===== config.mk =====
export PLATFORM = sky130hd
export DESIGN_NAME = stable_priority_queue_flat
export DESIGN_NICKNAME = d
export VERILOG_FILES = /design/src/rtl/spq_pkg.sv /design/src/rtl/spq_if.sv /design/src/rtl/spq_cell.sv /design/src/rtl/stable_priority_queue.sv /design/src/flat_wrapper.sv
export SDC_FILE = /design/constraint.sdc
export NUM_CORES = 1
export LEC_CHECK = 0
export ABC_AREA = 1
export BUFFER_PORTS_ARGS = -buffer_cell sky130_fd_sc_hd__buf_2
export CORE_MARGIN = 4
export CORE_UTILIZATION = 50
export CTS_BUF_LIST = sky130_fd_sc_hd__clkbuf_4 sky130_fd_sc_hd__clkbuf_8 sky130_fd_sc_hd__clkbuf_16
export CTS_CLUSTER_SIZE = 12
export DETAILED_ROUTE_END_ITERATION = 6
export GPL_ROUTABILITY_DRIVEN = 0
export PLACE_DENSITY = 0.71
export SYNTH_ARGS = -nofsm -noshare
export SYNTH_HDL_FRONTEND = slang
export SYNTH_SLANG_ARGS = --single-unit

===== constraint.sdc =====
create_clock -name clock -period 3.6 [get_ports clock]
set_input_delay 0.36 -clock clock [delete_from_list [all_inputs] [get_ports clock]]
set_output_delay 0.36 -clock clock [all_outputs]
set_load 0.01 [all_outputs]

===== src/rtl/spq_pkg.sv =====
// shared command and status codes and cell control type for the priority queue
package spq_pkg;

   localparam int CMD_BITS    = 2;
   localparam int STATUS_BITS = 2;

   localparam logic [CMD_BITS-1:0] CMD_ENQUEUE = 2'd0;
   localparam logic [CMD_BITS-1:0] CMD_DEQUEUE = 2'd1;
   localparam logic [CMD_BITS-1:0] CMD_SEARCH  = 2'd2;

   localparam logic [STATUS_BITS-1:0] STATUS_OK    = 2'd0;
   localparam logic [STATUS_BITS-1:0] STATUS_EMPTY = 2'd1;
   localparam logic [STATUS_BITS-1:0] STATUS_FULL  = 2'd2;

   typedef struct packed {
      logic enq;
      logic deq;
   } spq_ctrl_type;

endpackage


===== src/rtl/spq_if.sv =====
// request and response channel interfaces of the priority queue
interface spq_req_if
   import spq_pkg::*;
#(
   parameter int TAG_BITS     = 16,
   parameter int URGENCY_BITS = 8
);
   logic                    valid;
   logic                    ready;
   logic [CMD_BITS-1:0]     command;
   logic [TAG_BITS-1:0]     item_tag;
   logic [URGENCY_BITS-1:0] item_urgency;

   modport source (output valid, command, item_tag, item_urgency, input ready);
   modport sink   (input valid, command, item_tag, item_urgency, output ready);
endinterface

interface spq_rsp_if
   import spq_pkg::*;
#(
   parameter int TAG_BITS     = 16,
   parameter int URGENCY_BITS = 8,
   parameter int CNT_BITS     = 5
);
   logic                    valid;
   logic                    ready;
   logic [STATUS_BITS-1:0]  status;
   logic [TAG_BITS-1:0]     head_tag;
   logic [URGENCY_BITS-1:0] head_urgency;
   logic                    found;
   logic [CNT_BITS-1:0]     occupancy;

   modport source (output valid, status, head_tag, head_urgency, found, occupancy,
                   input ready);
   modport sink   (input valid, status, head_tag, head_urgency, found, occupancy,
                   output ready);
endinterface


===== src/rtl/spq_cell.sv =====
// one slot of the sorted queue, shifting toward its neighbors
module spq_cell
   import spq_pkg::*;
#(
   parameter int TAG_BITS     = 16,
   parameter int URGENCY_BITS = 8
) (
   input  logic                    clock,
   input  logic                    reset,
   input  spq_ctrl_type            ctrl,
   input  logic [TAG_BITS-1:0]     new_tag,
   input  logic [URGENCY_BITS-1:0] new_urg,
   input  logic                    left_used,
   input  logic                    left_keep,
   input  logic [TAG_BITS-1:0]     left_tag,
   input  logic [URGENCY_BITS-1:0] left_urg,
   input  logic                    right_used,
   input  logic [TAG_BITS-1:0]     right_tag,
   input  logic [URGENCY_BITS-1:0] right_urg,
   output logic                    used,
   output logic                    keep,
   output logic                    match,
   output logic [TAG_BITS-1:0]     tag,
   output logic [URGENCY_BITS-1:0] urg
);
   logic                    used_ff, used_in;
   logic [TAG_BITS-1:0]     tag_ff, tag_in;
   logic [URGENCY_BITS-1:0] urg_ff, urg_in;

   assign keep  = used_ff && (urg_ff >= new_urg);
   assign match = used_ff && (tag_ff == new_tag);
   assign used  = used_ff;
   assign tag   = tag_ff;
   assign urg   = urg_ff;

   always_comb begin
      used_in = used_ff;
      tag_in  = tag_ff;
      urg_in  = urg_ff;
      if (ctrl.enq && !keep) begin
         used_in = used_ff | left_used;
         if (left_keep) begin
            tag_in = new_tag;
            urg_in = new_urg;
         end else begin
            tag_in = left_tag;
            urg_in = left_urg;
         end
      end else if (ctrl.deq) begin
         used_in = right_used;
         tag_in  = right_tag;
         urg_in  = right_urg;
      end
   end

   always_ff @(posedge clock) begin
      if (reset) begin
         used_ff <= 1'b0;
      end else begin
         used_ff <= used_in;
      end
      tag_ff <= tag_in;
      urg_ff <= urg_in;
   end

endmodule


===== src/rtl/stable_priority_queue.sv =====
// top level: chain of slot cells forming a stable sorted priority queue
// the result item is registered and appears in the cycle after its request item is accepted
// one item per cycle while not stalled; every cell compares and shifts in the same cycle
// the request side stalls only while a result item waits and the response side is not ready
// reset: synchronous, clears all used marks, the fill count and the result valid
module stable_priority_queue
   import spq_pkg::*;
#(
   parameter int DEPTH        = 16,
   parameter int TAG_BITS     = 16,
   parameter int URGENCY_BITS = 8
) (
   input  logic    clock,
   input  logic    reset,
   spq_req_if.sink   req_ch,
   spq_rsp_if.source rsp_ch
);
   localparam int CNT_BITS = $clog2(DEPTH + 1);

   logic                    used_vec  [DEPTH];
   logic                    keep_vec  [DEPTH];
   logic [DEPTH-1:0]        match_vec;
   logic [TAG_BITS-1:0]     tag_arr   [DEPTH];
   logic [URGENCY_BITS-1:0] urg_arr   [DEPTH];
   logic [DEPTH-1:0]        used_bits;

   logic                    accept;
   logic                    full;
   logic                    empty;
   logic                    enq_ok;
   logic                    deq_ok;
   spq_ctrl_type            ctrl;

   logic [CNT_BITS-1:0]     count_ff, count_in;
   logic                    rsp_valid_ff, rsp_valid_in;
   logic [STATUS_BITS-1:0]  status_ff, status_in;
   logic [TAG_BITS-1:0]     head_tag_ff, head_tag_in;
   logic [URGENCY_BITS-1:0] head_urg_ff, head_urg_in;
   logic                    found_ff, found_in;

   assign req_ch.ready = !rsp_valid_ff || rsp_ch.ready;
   assign accept       = req_ch.valid && req_ch.ready;
   assign full         = used_vec[DEPTH-1];
   assign empty        = !used_vec[0];
   assign enq_ok       = accept && (req_ch.command == CMD_ENQUEUE) && !full;
   assign deq_ok       = accept && (req_ch.command == CMD_DEQUEUE) && !empty;
   assign ctrl.enq     = enq_ok;
   assign ctrl.deq     = deq_ok;

   for (genvar i = 0; i < DEPTH; i++) begin : g_cell
      logic                    l_used, l_keep, r_used;
      logic [TAG_BITS-1:0]     l_tag, r_tag;
      logic [URGENCY_BITS-1:0] l_urg, r_urg;

      if (i == 0) begin : g_first
         assign l_used = 1'b1;
         assign l_keep = 1'b1;
         assign l_tag  = req_ch.item_tag;
         assign l_urg  = req_ch.item_urgency;
      end else begin : g_mid
         assign l_used = used_vec[i-1];
         assign l_keep = keep_vec[i-1];
         assign l_tag  = tag_arr[i-1];
         assign l_urg  = urg_arr[i-1];
      end

      if (i == DEPTH - 1) begin : g_last
         assign r_used = 1'b0;
         assign r_tag  = tag_arr[i];
         assign r_urg  = urg_arr[i];
      end else begin : g_inner
         assign r_used = used_vec[i+1];
         assign r_tag  = tag_arr[i+1];
         assign r_urg  = urg_arr[i+1];
      end

      spq_cell #(
         .TAG_BITS     (TAG_BITS),
         .URGENCY_BITS (URGENCY_BITS)
      ) u_cell (
         .clock      (clock),
         .reset      (reset),
         .ctrl       (ctrl),
         .new_tag    (req_ch.item_tag),
         .new_urg    (req_ch.item_urgency),
         .left_used  (l_used),
         .left_keep  (l_keep),
         .left_tag   (l_tag),
         .left_urg   (l_urg),
         .right_used (r_used),
         .right_tag  (r_tag),
         .right_urg  (r_urg),
         .used       (used_vec[i]),
         .keep       (keep_vec[i]),
         .match      (match_vec[i]),
         .tag        (tag_arr[i]),
         .urg        (urg_arr[i])
      );

      assign used_bits[i] = used_vec[i];
   end

   always_comb begin
      count_in     = count_ff;
      rsp_valid_in = rsp_valid_ff;
      status_in    = status_ff;
      head_tag_in  = head_tag_ff;
      head_urg_in  = head_urg_ff;
      found_in     = found_ff;
      if (rsp_valid_ff && rsp_ch.ready) begin
         rsp_valid_in = 1'b0;
      end
      if (accept) begin
         rsp_valid_in = 1'b1;
         status_in    = STATUS_OK;
         head_tag_in  = '0;
         head_urg_in  = '0;
         found_in     = 1'b0;
         case (req_ch.command)
            CMD_ENQUEUE: begin
               if (full) begin
                  status_in = STATUS_FULL;
               end else begin
                  count_in = count_ff + CNT_BITS'(1);
               end
            end
            CMD_DEQUEUE: begin
               if (empty) begin
                  status_in = STATUS_EMPTY;
               end else begin
                  head_tag_in = tag_arr[0];
                  head_urg_in = urg_arr[0];
                  count_in    = count_ff - CNT_BITS'(1);
               end
            end
            CMD_SEARCH: begin
               found_in = |match_vec;
            end
            default: begin
            end
         endcase
      end
   end

   always_ff @(posedge clock) begin
      if (reset) begin
         count_ff     <= '0;
         rsp_valid_ff <= 1'b0;
      end else begin
         count_ff     <= count_in;
         rsp_valid_ff <= rsp_valid_in;
      end
      status_ff   <= status_in;
      head_tag_ff <= head_tag_in;
      head_urg_ff <= head_urg_in;
      found_ff    <= found_in;
   end

   assign rsp_ch.valid        = rsp_valid_ff;
   assign rsp_ch.status       = status_ff;
   assign rsp_ch.head_tag     = head_tag_ff;
   assign rsp_ch.head_urgency = head_urg_ff;
   assign rsp_ch.found        = found_ff;
   assign rsp_ch.occupancy    = count_ff;

   a_count_bound: assert property (@(posedge clock) disable iff (reset)
      count_ff <= CNT_BITS'(DEPTH))
      else $error("fill count above depth");

   a_used_matches_count: assert property (@(posedge clock) disable iff (reset)
      $countones(used_bits) == 32'(count_ff))
      else $error("used marks disagree with fill count");

   a_enq_grows: assert property (@(posedge clock) disable iff (reset)
      enq_ok |=> count_ff == $past(count_ff) + CNT_BITS'(1))
      else $error("enqueue did not grow the queue");

   a_head_order: assert property (@(posedge clock) disable iff (reset)
      used_vec[1] |-> urg_arr[0] >= urg_arr[1])
      else $error("head slots out of order");

   a_full_drop: assert property (@(posedge clock) disable iff (reset)
      (accept && req_ch.command == CMD_ENQUEUE && full) |=> status_ff == STATUS_FULL)
      else $error("enqueue on full queue not flagged");

endmodule

===== src/flat_wrapper.sv =====
// flat-port wrapper written by rule: the top's interface ports become plain ports
module stable_priority_queue_flat import spq_pkg::*;
#(
   parameter int DEPTH        = 16,
   parameter int TAG_BITS     = 16,
   parameter int URGENCY_BITS = 8
)
  (clock, reset, req_ch_valid, req_ch_command, req_ch_item_tag, req_ch_item_urgency, req_ch_ready, rsp_ch_valid, rsp_ch_status, rsp_ch_head_tag, rsp_ch_head_urgency, rsp_ch_found, rsp_ch_occupancy, rsp_ch_ready);
  spq_req_if #(.TAG_BITS(TAG_BITS), .URGENCY_BITS(URGENCY_BITS)) req_ch_i ();
  spq_rsp_if #(.TAG_BITS(TAG_BITS), .URGENCY_BITS(URGENCY_BITS)) rsp_ch_i ();
  input  logic clock;
  input  logic reset;
  input wire logic [$bits(req_ch_i.valid)-1:0] req_ch_valid;
  input wire logic [$bits(req_ch_i.command)-1:0] req_ch_command;
  input wire logic [$bits(req_ch_i.item_tag)-1:0] req_ch_item_tag;
  input wire logic [$bits(req_ch_i.item_urgency)-1:0] req_ch_item_urgency;
  output wire logic [$bits(req_ch_i.ready)-1:0] req_ch_ready;
  output wire logic [$bits(rsp_ch_i.valid)-1:0] rsp_ch_valid;
  output wire logic [$bits(rsp_ch_i.status)-1:0] rsp_ch_status;
  output wire logic [$bits(rsp_ch_i.head_tag)-1:0] rsp_ch_head_tag;
  output wire logic [$bits(rsp_ch_i.head_urgency)-1:0] rsp_ch_head_urgency;
  output wire logic [$bits(rsp_ch_i.found)-1:0] rsp_ch_found;
  output wire logic [$bits(rsp_ch_i.occupancy)-1:0] rsp_ch_occupancy;
  input wire logic [$bits(rsp_ch_i.ready)-1:0] rsp_ch_ready;
  assign req_ch_i.valid = req_ch_valid;
  assign req_ch_i.command = req_ch_command;
  assign req_ch_i.item_tag = req_ch_item_tag;
  assign req_ch_i.item_urgency = req_ch_item_urgency;
  assign req_ch_ready = req_ch_i.ready;
  assign rsp_ch_valid = rsp_ch_i.valid;
  assign rsp_ch_status = rsp_ch_i.status;
  assign rsp_ch_head_tag = rsp_ch_i.head_tag;
  assign rsp_ch_head_urgency = rsp_ch_i.head_urgency;
  assign rsp_ch_found = rsp_ch_i.found;
  assign rsp_ch_occupancy = rsp_ch_i.occupancy;
  assign rsp_ch_i.ready = rsp_ch_ready;
  stable_priority_queue #(.DEPTH(DEPTH), .TAG_BITS(TAG_BITS), .URGENCY_BITS(URGENCY_BITS)) u_core (.clock(clock), .reset(reset), .req_ch(req_ch_i), .rsp_ch(rsp_ch_i));
endmodule

==> load_flow_metrics.sql, run 1 <==
INSERT INTO impl_metrics (metric_group, metric, value, unit) VALUES
('timing', 'min_period', '2.87', 'ns'),
('clocking', 'tritoncts', 'yes', ''),
('timing', 'clock.fmax', '349', 'MHz'),
('clocking', 'cts-hold-fix-buffers', '0', ''),
('clocking', 'cts_max_path_buffers', '3', ''),
('clocking', 'cts_root_buf', 'clkbuf_16', ''),
('synth', 'synth_top_flop_cell', 'edfxtp_1', ''),
('critical_path', 'criticalPathCategory', 'input port to register', ''),
('timing', 'maxSlewViolCount', '0', ''),
('die', 'row_count', '86', ''),
('clocking', 'htreeDepth', '2', ''),
('timing', 'fin_setup_tns', '0', 'ns'),
('status', 'status', 'finished, final reports clean', ''),
('die', 'top_level_ports', '64', ''),
('power', 'power.switching', '3320', 'uW'),
('power', 'totalPowerFinal', '12300', 'uW'),
('power', 'seq_power_share', '48.3', '%'),
('place', 'numPortBuffers', '63', ''),
('timing', 'rsz0062_at_grt', 'false', ''),
('cells_and_area', 'final_nets', '3735', ''),
('clocking', 'postCtsSetupBuffers', '0', ''),
('global_route', 'grt_max_degree', '51', ''),
('synth', 'syn_inst', '3598', ''),
('detailed_routing', 'num_vias', '25600', ''),
('detailed_routing', 'viasPerCell', '5.87', ''),
('critical_path', 'path_max_fanout', '24', ''),
('die', 'core_area', '55200', 'um2'),
('synth', 'yosys-top-cells-area', 'edfxtp_1 44%, nand2_1 13%, a21oi_1 11%', ''),
('detailed_routing', 'route.final.wire_length', '91.1', 'mm'),
('die', 'chipHeight', '244', 'um'),
('detailed_routing', 'dr.pass1.iters', '6', ''),
('critical_path', 'setup.worst_path.start_class', 'input port', ''),
('detailed_routing', 'wl_per_cell', '20.9', 'um'),
('synth', 'netlist.area_leader.share', '44.2', '%'),
('clocking', 'cts_repair_resize_count', '0', ''),
('critical_path', 'worst_ep_arrival_time', '3.32', 'ns'),
('clocking', 'clock_latency', '0.59', 'ns'),
('synth', 'synth_cell_type_count', '36', ''),
('timing', 'hold_violations', '0', ''),
('synth', 'synth_edf_count', '411', ''),
('critical_path', 'cp.required', '4.05', 'ns'),
('synth', 'synth_seq_area_share', '45.8', '%'),
('synth', 'synthMostInstantiatedCell', 'nand2_1', ''),
('global_route', 'initial_antenna_violation_count', '2', ''),
('detailed_routing', 'dr_wl_met3', '9.92', 'mm'),
('synth', 'avgSynthCellArea', '7.76', 'um2'),
('synth', 'syn_nets', '3752', ''),
('synth', 'yosysWarningCount', '0', ''),
('die', 'die_area', '59700', 'um2'),
('clocking', 'numCtsBuffers', '48', ''),
('synth', 'fraction_of_registers_with_async_set_reset', '0', '%'),
('detailed_routing', 'route.detailed.drc', '0', ''),
('critical_path', 'cp-end-kind', 'register', ''),
('synth', 'yosys_register_bits', '433', ''),
('clocking', 'numClockSinks', '433', ''),
('timing', 'worstMarginPinSlew', '1.02', 'ns'),
('job', 'max_cap_check_violation_count', '0', ''),
('synth', 'top_cell_types_by_occurrence_after_synthesis', '974 x nand2_1, 594 x a21oi_1, 434 x nor2_1', ''),
('global_route', 'grt_pass1_wl', '139', 'mm'),
('detailed_routing', 'top_signal_layer_used', 'met4', ''),
('detailed_routing', 'final_antenna_net_count', '0', ''),
('timing', 'final.setup_skew', '0.0131', 'ns'),
('power', 'p_clk_share', '39.1', '%'),
('power', 'fraction_of_power_spent_switching_nets', '27.0', '%'),
('power', 'p_int', '8970', 'uW'),
('clocking', 'clkSlewWorstSetupHoldPaths', '0.06', 'ns'),
('synth', 'mappedNetlistArea', '27900', 'um2'),
('power', 'power_density', '404', 'nW/um2'),
('power', 'combinationalPowerShare', '12.6', '%'),
('detailed_routing', 'detailedRoute.firstIterationViolations', '3049', ''),
('detailed_routing', 'met1_length', '35.8', 'mm');
-- logic make-up (layout without fill, tap and decap cells) --
| group | Yosys count | in the layout | share of synthesized area (%) |
|---|---|---|---|
| AOI/OAI and AO/OA | 943 | 943 | 17.5 |
| DFF | 433 | 433 | 45.8 |
| other | 0 | 2 | 0 |
| xor gates and xnor gates | 72 | 72 | 2.26 |
| buffers and inverters | 473 | 488 | 7.07 |
| adders and majority gates | 124 | 124 | 5.58 |
| and+or+nand+nor | 1553 | 1553 | 21.8 |
-- through the flow --
| step | setup WS, ns | instances | utilization, % | hold WS [ns] | area [um2] |
|---|---|---|---|---|---|
| after floorplan | 0.868 | 3598 | - | 0.483 | 27900 |
| after global routing | 0.535 | 4362 | 55.1 | 0.0594 | 30400 |
| after CTS | 0.787 | 4361 | 55.1 | 0.0365 | 30400 |
| final | 0.731 | 4363 | 55.1 | 0.0575 | 30400 |
| after detailed placement | 0.211 | 4279 | 52.4 | 0.456 | 28900 |
| after global placement | 0.255 | 4279 | 52.4 | 0.455 | 28900 |
-- critical path, cell delays in order --
cell and delay, ns:
buf_2 0.35, inv_1 0.37, buf_4 0.30, ha_1 0.30, nand4_1 0.09, nand3_1 0.09, nand2_1 0.05, nand2_1 0.07
nand2_2 0.14, buf_4 0.25, inv_1 0.59, nand2_1 0.16, a21oi_2 0.18
-- power by group through the flow --
| stage | logic (uW) | registers (uW) | clock network (uW) |
|---|---|---|---|
| 6_report | 1550 | 5930 | 4800 |
| 4_1_cts | 1520 | 5920 | 4850 |
| 3_5_place_dp | 1510 | 6030 | 0 |
| 5_1_grt | 1720 | 5940 | 5050 |
| 2_1_floorplan | 1040 | 5950 | 0 |
| 3_3_place_gp | 1480 | 6020 | 0 |
-- routing by layer --
layer	track usage, %	up-vias
li1	-	12000
met1	40.0	11800
met2	47.1	1564
met3	5.00	249
met4	13.2	0
met5	0	-
-- placed cells by master (no fill, tap or decap), types with 15 or more instances in the layout --
cell	n
nor2_1	434
dfxtp_1	22
edfxtp_1	411
ha_1	123
buf_4	77
clkbuf_4	18
o21ai_1	42
nand2_2	25
clkbuf_16	49
nor3_1	16
nand3_1	80
xor2_1	69
o211ai_1	20
nand2_1	974
buf_2	63
inv_1	241
o21bai_1	15
o21ai_0	244
a21oi_1	594
-- final cells by class --
type / count / area [um2] / area share (%)
Multi-Input combinational cell: 2692 / 13200 / 43.3
Tap cell: 748 / 936 / 3.08
Antenna cell: 2 / 5.00 / 0.0165
Sequential cell: 433 / 12800 / 42.0
Timing Repair Buffer: 149 / 1070 / 3.53
Clock buffer: 70 / 1400 / 4.61
Clock inverter: 12 / 77.6 / 0.255
Inverter: 257 / 968 / 3.18
-- final timing paths --
check,start,slack (ns),end,depth (start not counted)
worst max register to register,u_core.g_cell[10].u_cell.urg[1],0.82,u_core.g_cell[11].u_cell.tag[13],12
worst max-delay path,req_ch_item_urgency[2],0.73,u_core.g_cell[5].u_cell.tag[7],13
worst min-delay path,rsp_ch_ready,0.06,u_core.rsp_ch.valid,4
worst min register to register,u_core.rsp_ch.occupancy[4],0.47,u_core.rsp_ch.occupancy[4],2
-- sequential cells by signal, indices dropped and copies added (netlist names) --
| name | cells |
|---|---|
| u_core.g_cell.u_cell.tag | 256 |
| u_core.g_cell.u_cell.urg | 128 |
| u_core.g_cell.u_cell.used | 16 |
| u_core.rsp_ch.found | 1 |
| u_core.rsp_ch.head_tag | 16 |
| u_core.rsp_ch.head_urgency | 8 |
| u_core.rsp_ch.occupancy | 5 |
| u_core.rsp_ch.status | 2 |
| u_core.rsp_ch.valid | 1 |
No activity file was read; power rests on OpenSTA's default activity.
==> inputs of run 2 (changes only) <==
- PLACE_DENSITY: 0.71 -> 0.74
- clock period: 3.6 -> 2.3 ns (I/O delays scaled with it)
==> run 2 against run 1 <==
Against the previous run: routed wire length increased by 1.7%; die area unchanged; count of clock-buffer cells in the layout unchanged; final cell count increased by 3.9%; clock power increased by 74%; register-to-register slack got worse by 0.76 ns; first-iteration DRC count increased by 1.3%; sequential cell count unchanged; hold slack improved by 0.0091 ns; sequential share of layout area decreased by 3.1 points.
==> load_flow_metrics.sql, run 2 (same netlist as run 1, synthesis figures left out) <==
INSERT INTO impl_metrics (metric_group, metric, value, unit) VALUES
('timing', 'slew_headroom', '48.4', '%'),
('global_route', 'overflow', '0', ''),
('place', 'numPortBuffers', '63', ''),
('critical_path', 'setup.worst_path.start_class', 'register', ''),
('cells_and_area', 'layout_common_cells', '955 x nand2_1, 582 x a21oi_1, 432 x nor2_1', ''),
('detailed_routing', 'dr.pass1.iters', '6', ''),
('clocking', 'htreeDepth', '2', ''),
('timing', 'clock.fmax', '446', 'MHz'),
('timing', 'report.final.setup_viol', '0', ''),
('die', 'initial_utilization', '50.6', '%'),
('detailed_routing', 'dr_wl_met3', '10.2', 'mm'),
('critical_path', 'slowest_delay', '0.43', 'ns'),
('cells_and_area', 'final_nets', '3900', ''),
('global_route', 'globalRouteTotalUtil', '29.7', '%'),
('power', 'totalPowerFinal', '20400', 'uW'),
('min_path', 'hold_class', 'input port to register', ''),
('detailed_routing', 'route.detailed.drc', '0', ''),
('clocking', 'clock_latency', '0.60', 'ns'),
('detailed_routing', 'routed-wl-met2', '42.0', 'mm'),
('timing', 'maxSlewViolCount', '0', ''),
('die', 'floorplan.die.width', '244', 'um'),
('timing', 'final.setup_skew', '0.0137', 'ns'),
('timing', 'fin_setup_tns', '0', 'ns'),
('critical_path', 'criticalPathCategory', 'register to register', ''),
('timing', 'hold-worst-slack', '0.0666', 'ns'),
('detailed_routing', 'viasPerCell', '5.86', ''),
('critical_path', 'timing.critical_path.slowest_stage_cell', 'edfxtp_1', ''),
('detailed_routing', 'route.final.wire_length', '92.7', 'mm'),
('status', 'status', 'finished, final reports clean', ''),
('critical_path', 'worst_ep_arrival_time', '2.68', 'ns'),
('cells_and_area', 'layout-drive-gt1-share', '12.8', '%'),
('place', 'placement.cell_area', '30800', 'um2'),
('clocking', 'clkSlewWorstSetupHoldPaths', '0.06', 'ns'),
('critical_path', 'timing.critical_path.cells', 'ha_1, inv_1, o21bai_1, nand3_1, nand3_1, nand2_1, nand2_1, nand2_4, buf_12, clkinvlp_4, clkbuf_16, nand2_1, a21oi_1', ''),
('clocking', 'numClockSinks', '433', ''),
('power', 'power_density', '622', 'nW/um2'),
('job', 'max_cap_check_violation_count', '0', ''),
('timing', 'worstMarginPinSlew', '0.773', 'ns'),
('critical_path', 'cpMostUsedCell', 'nand2_1', ''),
('critical_path', 'cp.required', '2.74', 'ns'),
('cells_and_area', 'largest_register_ff_count', '256', ''),
('clocking', 'numCtsBuffers', '48', ''),
('detailed_routing', 'wl_per_cell', '20.4', 'um'),
('clocking', 'tritoncts', 'yes', ''),
('cells_and_area', 'layout.filler_cells', '4737', ''),
('cells_and_area', 'postLayoutCellArea', '32800', 'um2'),
('clocking', 'cts_max_path_buffers', '3', ''),
('place', 'hpwl', '67.2', 'mm'),
('timing', 'min_period', '2.24', 'ns'),
('critical_path', 'cp-end-kind', 'register', ''),
('global_route', 'grt_pass1_wl', '140', 'mm'),
('timing', 'fin_ws', '0.0586', 'ns'),
('die', 'chipHeight', '244', 'um'),
('detailed_routing', 'top_signal_layer_used', 'met4', ''),
('place', 'pre_cts_ws', '-0.153', 'ns'),
('global_route', 'initial_antenna_violation_count', '2', ''),
('power', 'ir_drop', '0.000497', 'V'),
('die', 'die_area', '59700', 'um2'),
('detailed_routing', 'detailedRoute.firstIterationViolations', '3088', ''),
('die', 'core_area', '55200', 'um2'),
('cells_and_area', 'layout-area-overhead-vs-synth', '17.6', '%'),
('die', 'top_level_ports', '64', ''),
('detailed_routing', 'num_vias', '26600', ''),
('detailed_routing', 'met1_length', '35.2', 'mm'),
('global_route', 'first_global_vias', '24600', ''),
('cells_and_area', 'final_common_cell', 'nand2_1', ''),
('timing', 'finalCritPeriodShare', '97.5', '%'),
('detailed_routing', 'final_antenna_net_count', '0', ''),
('clocking', 'cts_root_buf', 'clkbuf_16', ''),
('global_route', 'grt_max_degree', '49', ''),
('timing', 'hold_violations', '0', ''),
('power', 'total_leakage_power', '0.0137', 'uW'),
('critical_path', 'path_max_fanout', '13', ''),
('die', 'row_count', '86', '');
[run 2: worst max-delay path, delay by kind of cell, from the launching register on]
| family | cells | cell delay, ns |
|---|---|---|
| and+or+nand+nor | 6 | 0.48 |
| AOI/OAI and AO/OA | 2 | 0.30 |
| adders and majority gates | 1 | 0.32 |
| buffers and inverters | 4 | 0.55 |
| DFF | 1 | 0.43 |
[run 2: final timing paths]
path	start	endpoint	slack (ns)	cells after the start
max	u_core.g_cell[11].u_cell.urg[1]	u_core.g_cell[12].u_cell.urg[3]	0.06	13
min	req_ch_command[0]	u_core.rsp_ch.found	0.07	4
max reg2reg	u_core.g_cell[11].u_cell.urg[1]	u_core.g_cell[12].u_cell.urg[3]	0.06	13
min reg2reg	u_core.rsp_ch.occupancy[4]	u_core.rsp_ch.occupancy[4]	0.49	2
[run 2: final cells by class]
type | count | area (um2) | share of cell area (%)
Multi-Input combinational cell | 2692 | 13300 | 40.4
Clock inverter | 17 | 251 | 0.766
Inverter | 257 | 995 | 3.03
Tap cell | 748 | 936 | 2.85
Timing Repair Buffer | 314 | 3170 | 9.66
Antenna cell | 2 | 5.00 | 0.0152
Clock buffer | 70 | 1420 | 4.33
Sequential cell | 433 | 12800 | 38.9
[run 2: power by group]
part           internal, uW  switching, uW  total (uW)
Clock                  5050           3290        8340
Combinational          1030           1780        2810
Sequential             8980            295        9280
[run 2: per-layer routing]
layer	GRT usage [%]	vias up
met2	47.6	1650
li1	-	12400
met3	4.69	337
met5	0	-
met1	39.1	12200
met4	15.3	0
[run 2: metrics by stage]
stage               util, %  std cells
global placement       55.8       4418
floorplan                 -       3598
CTS                    58.9       4508
global route           59.5       4532
detailed placement     55.8       4418
finish                 59.5       4533
[run 2: what timing repair did]
item	CTS	global route
buffers inserted	0	21
resized for setup	0	50
hold buffers	3	0
setup endpoints to repair	0	178
hold endpoints to repair	2	0
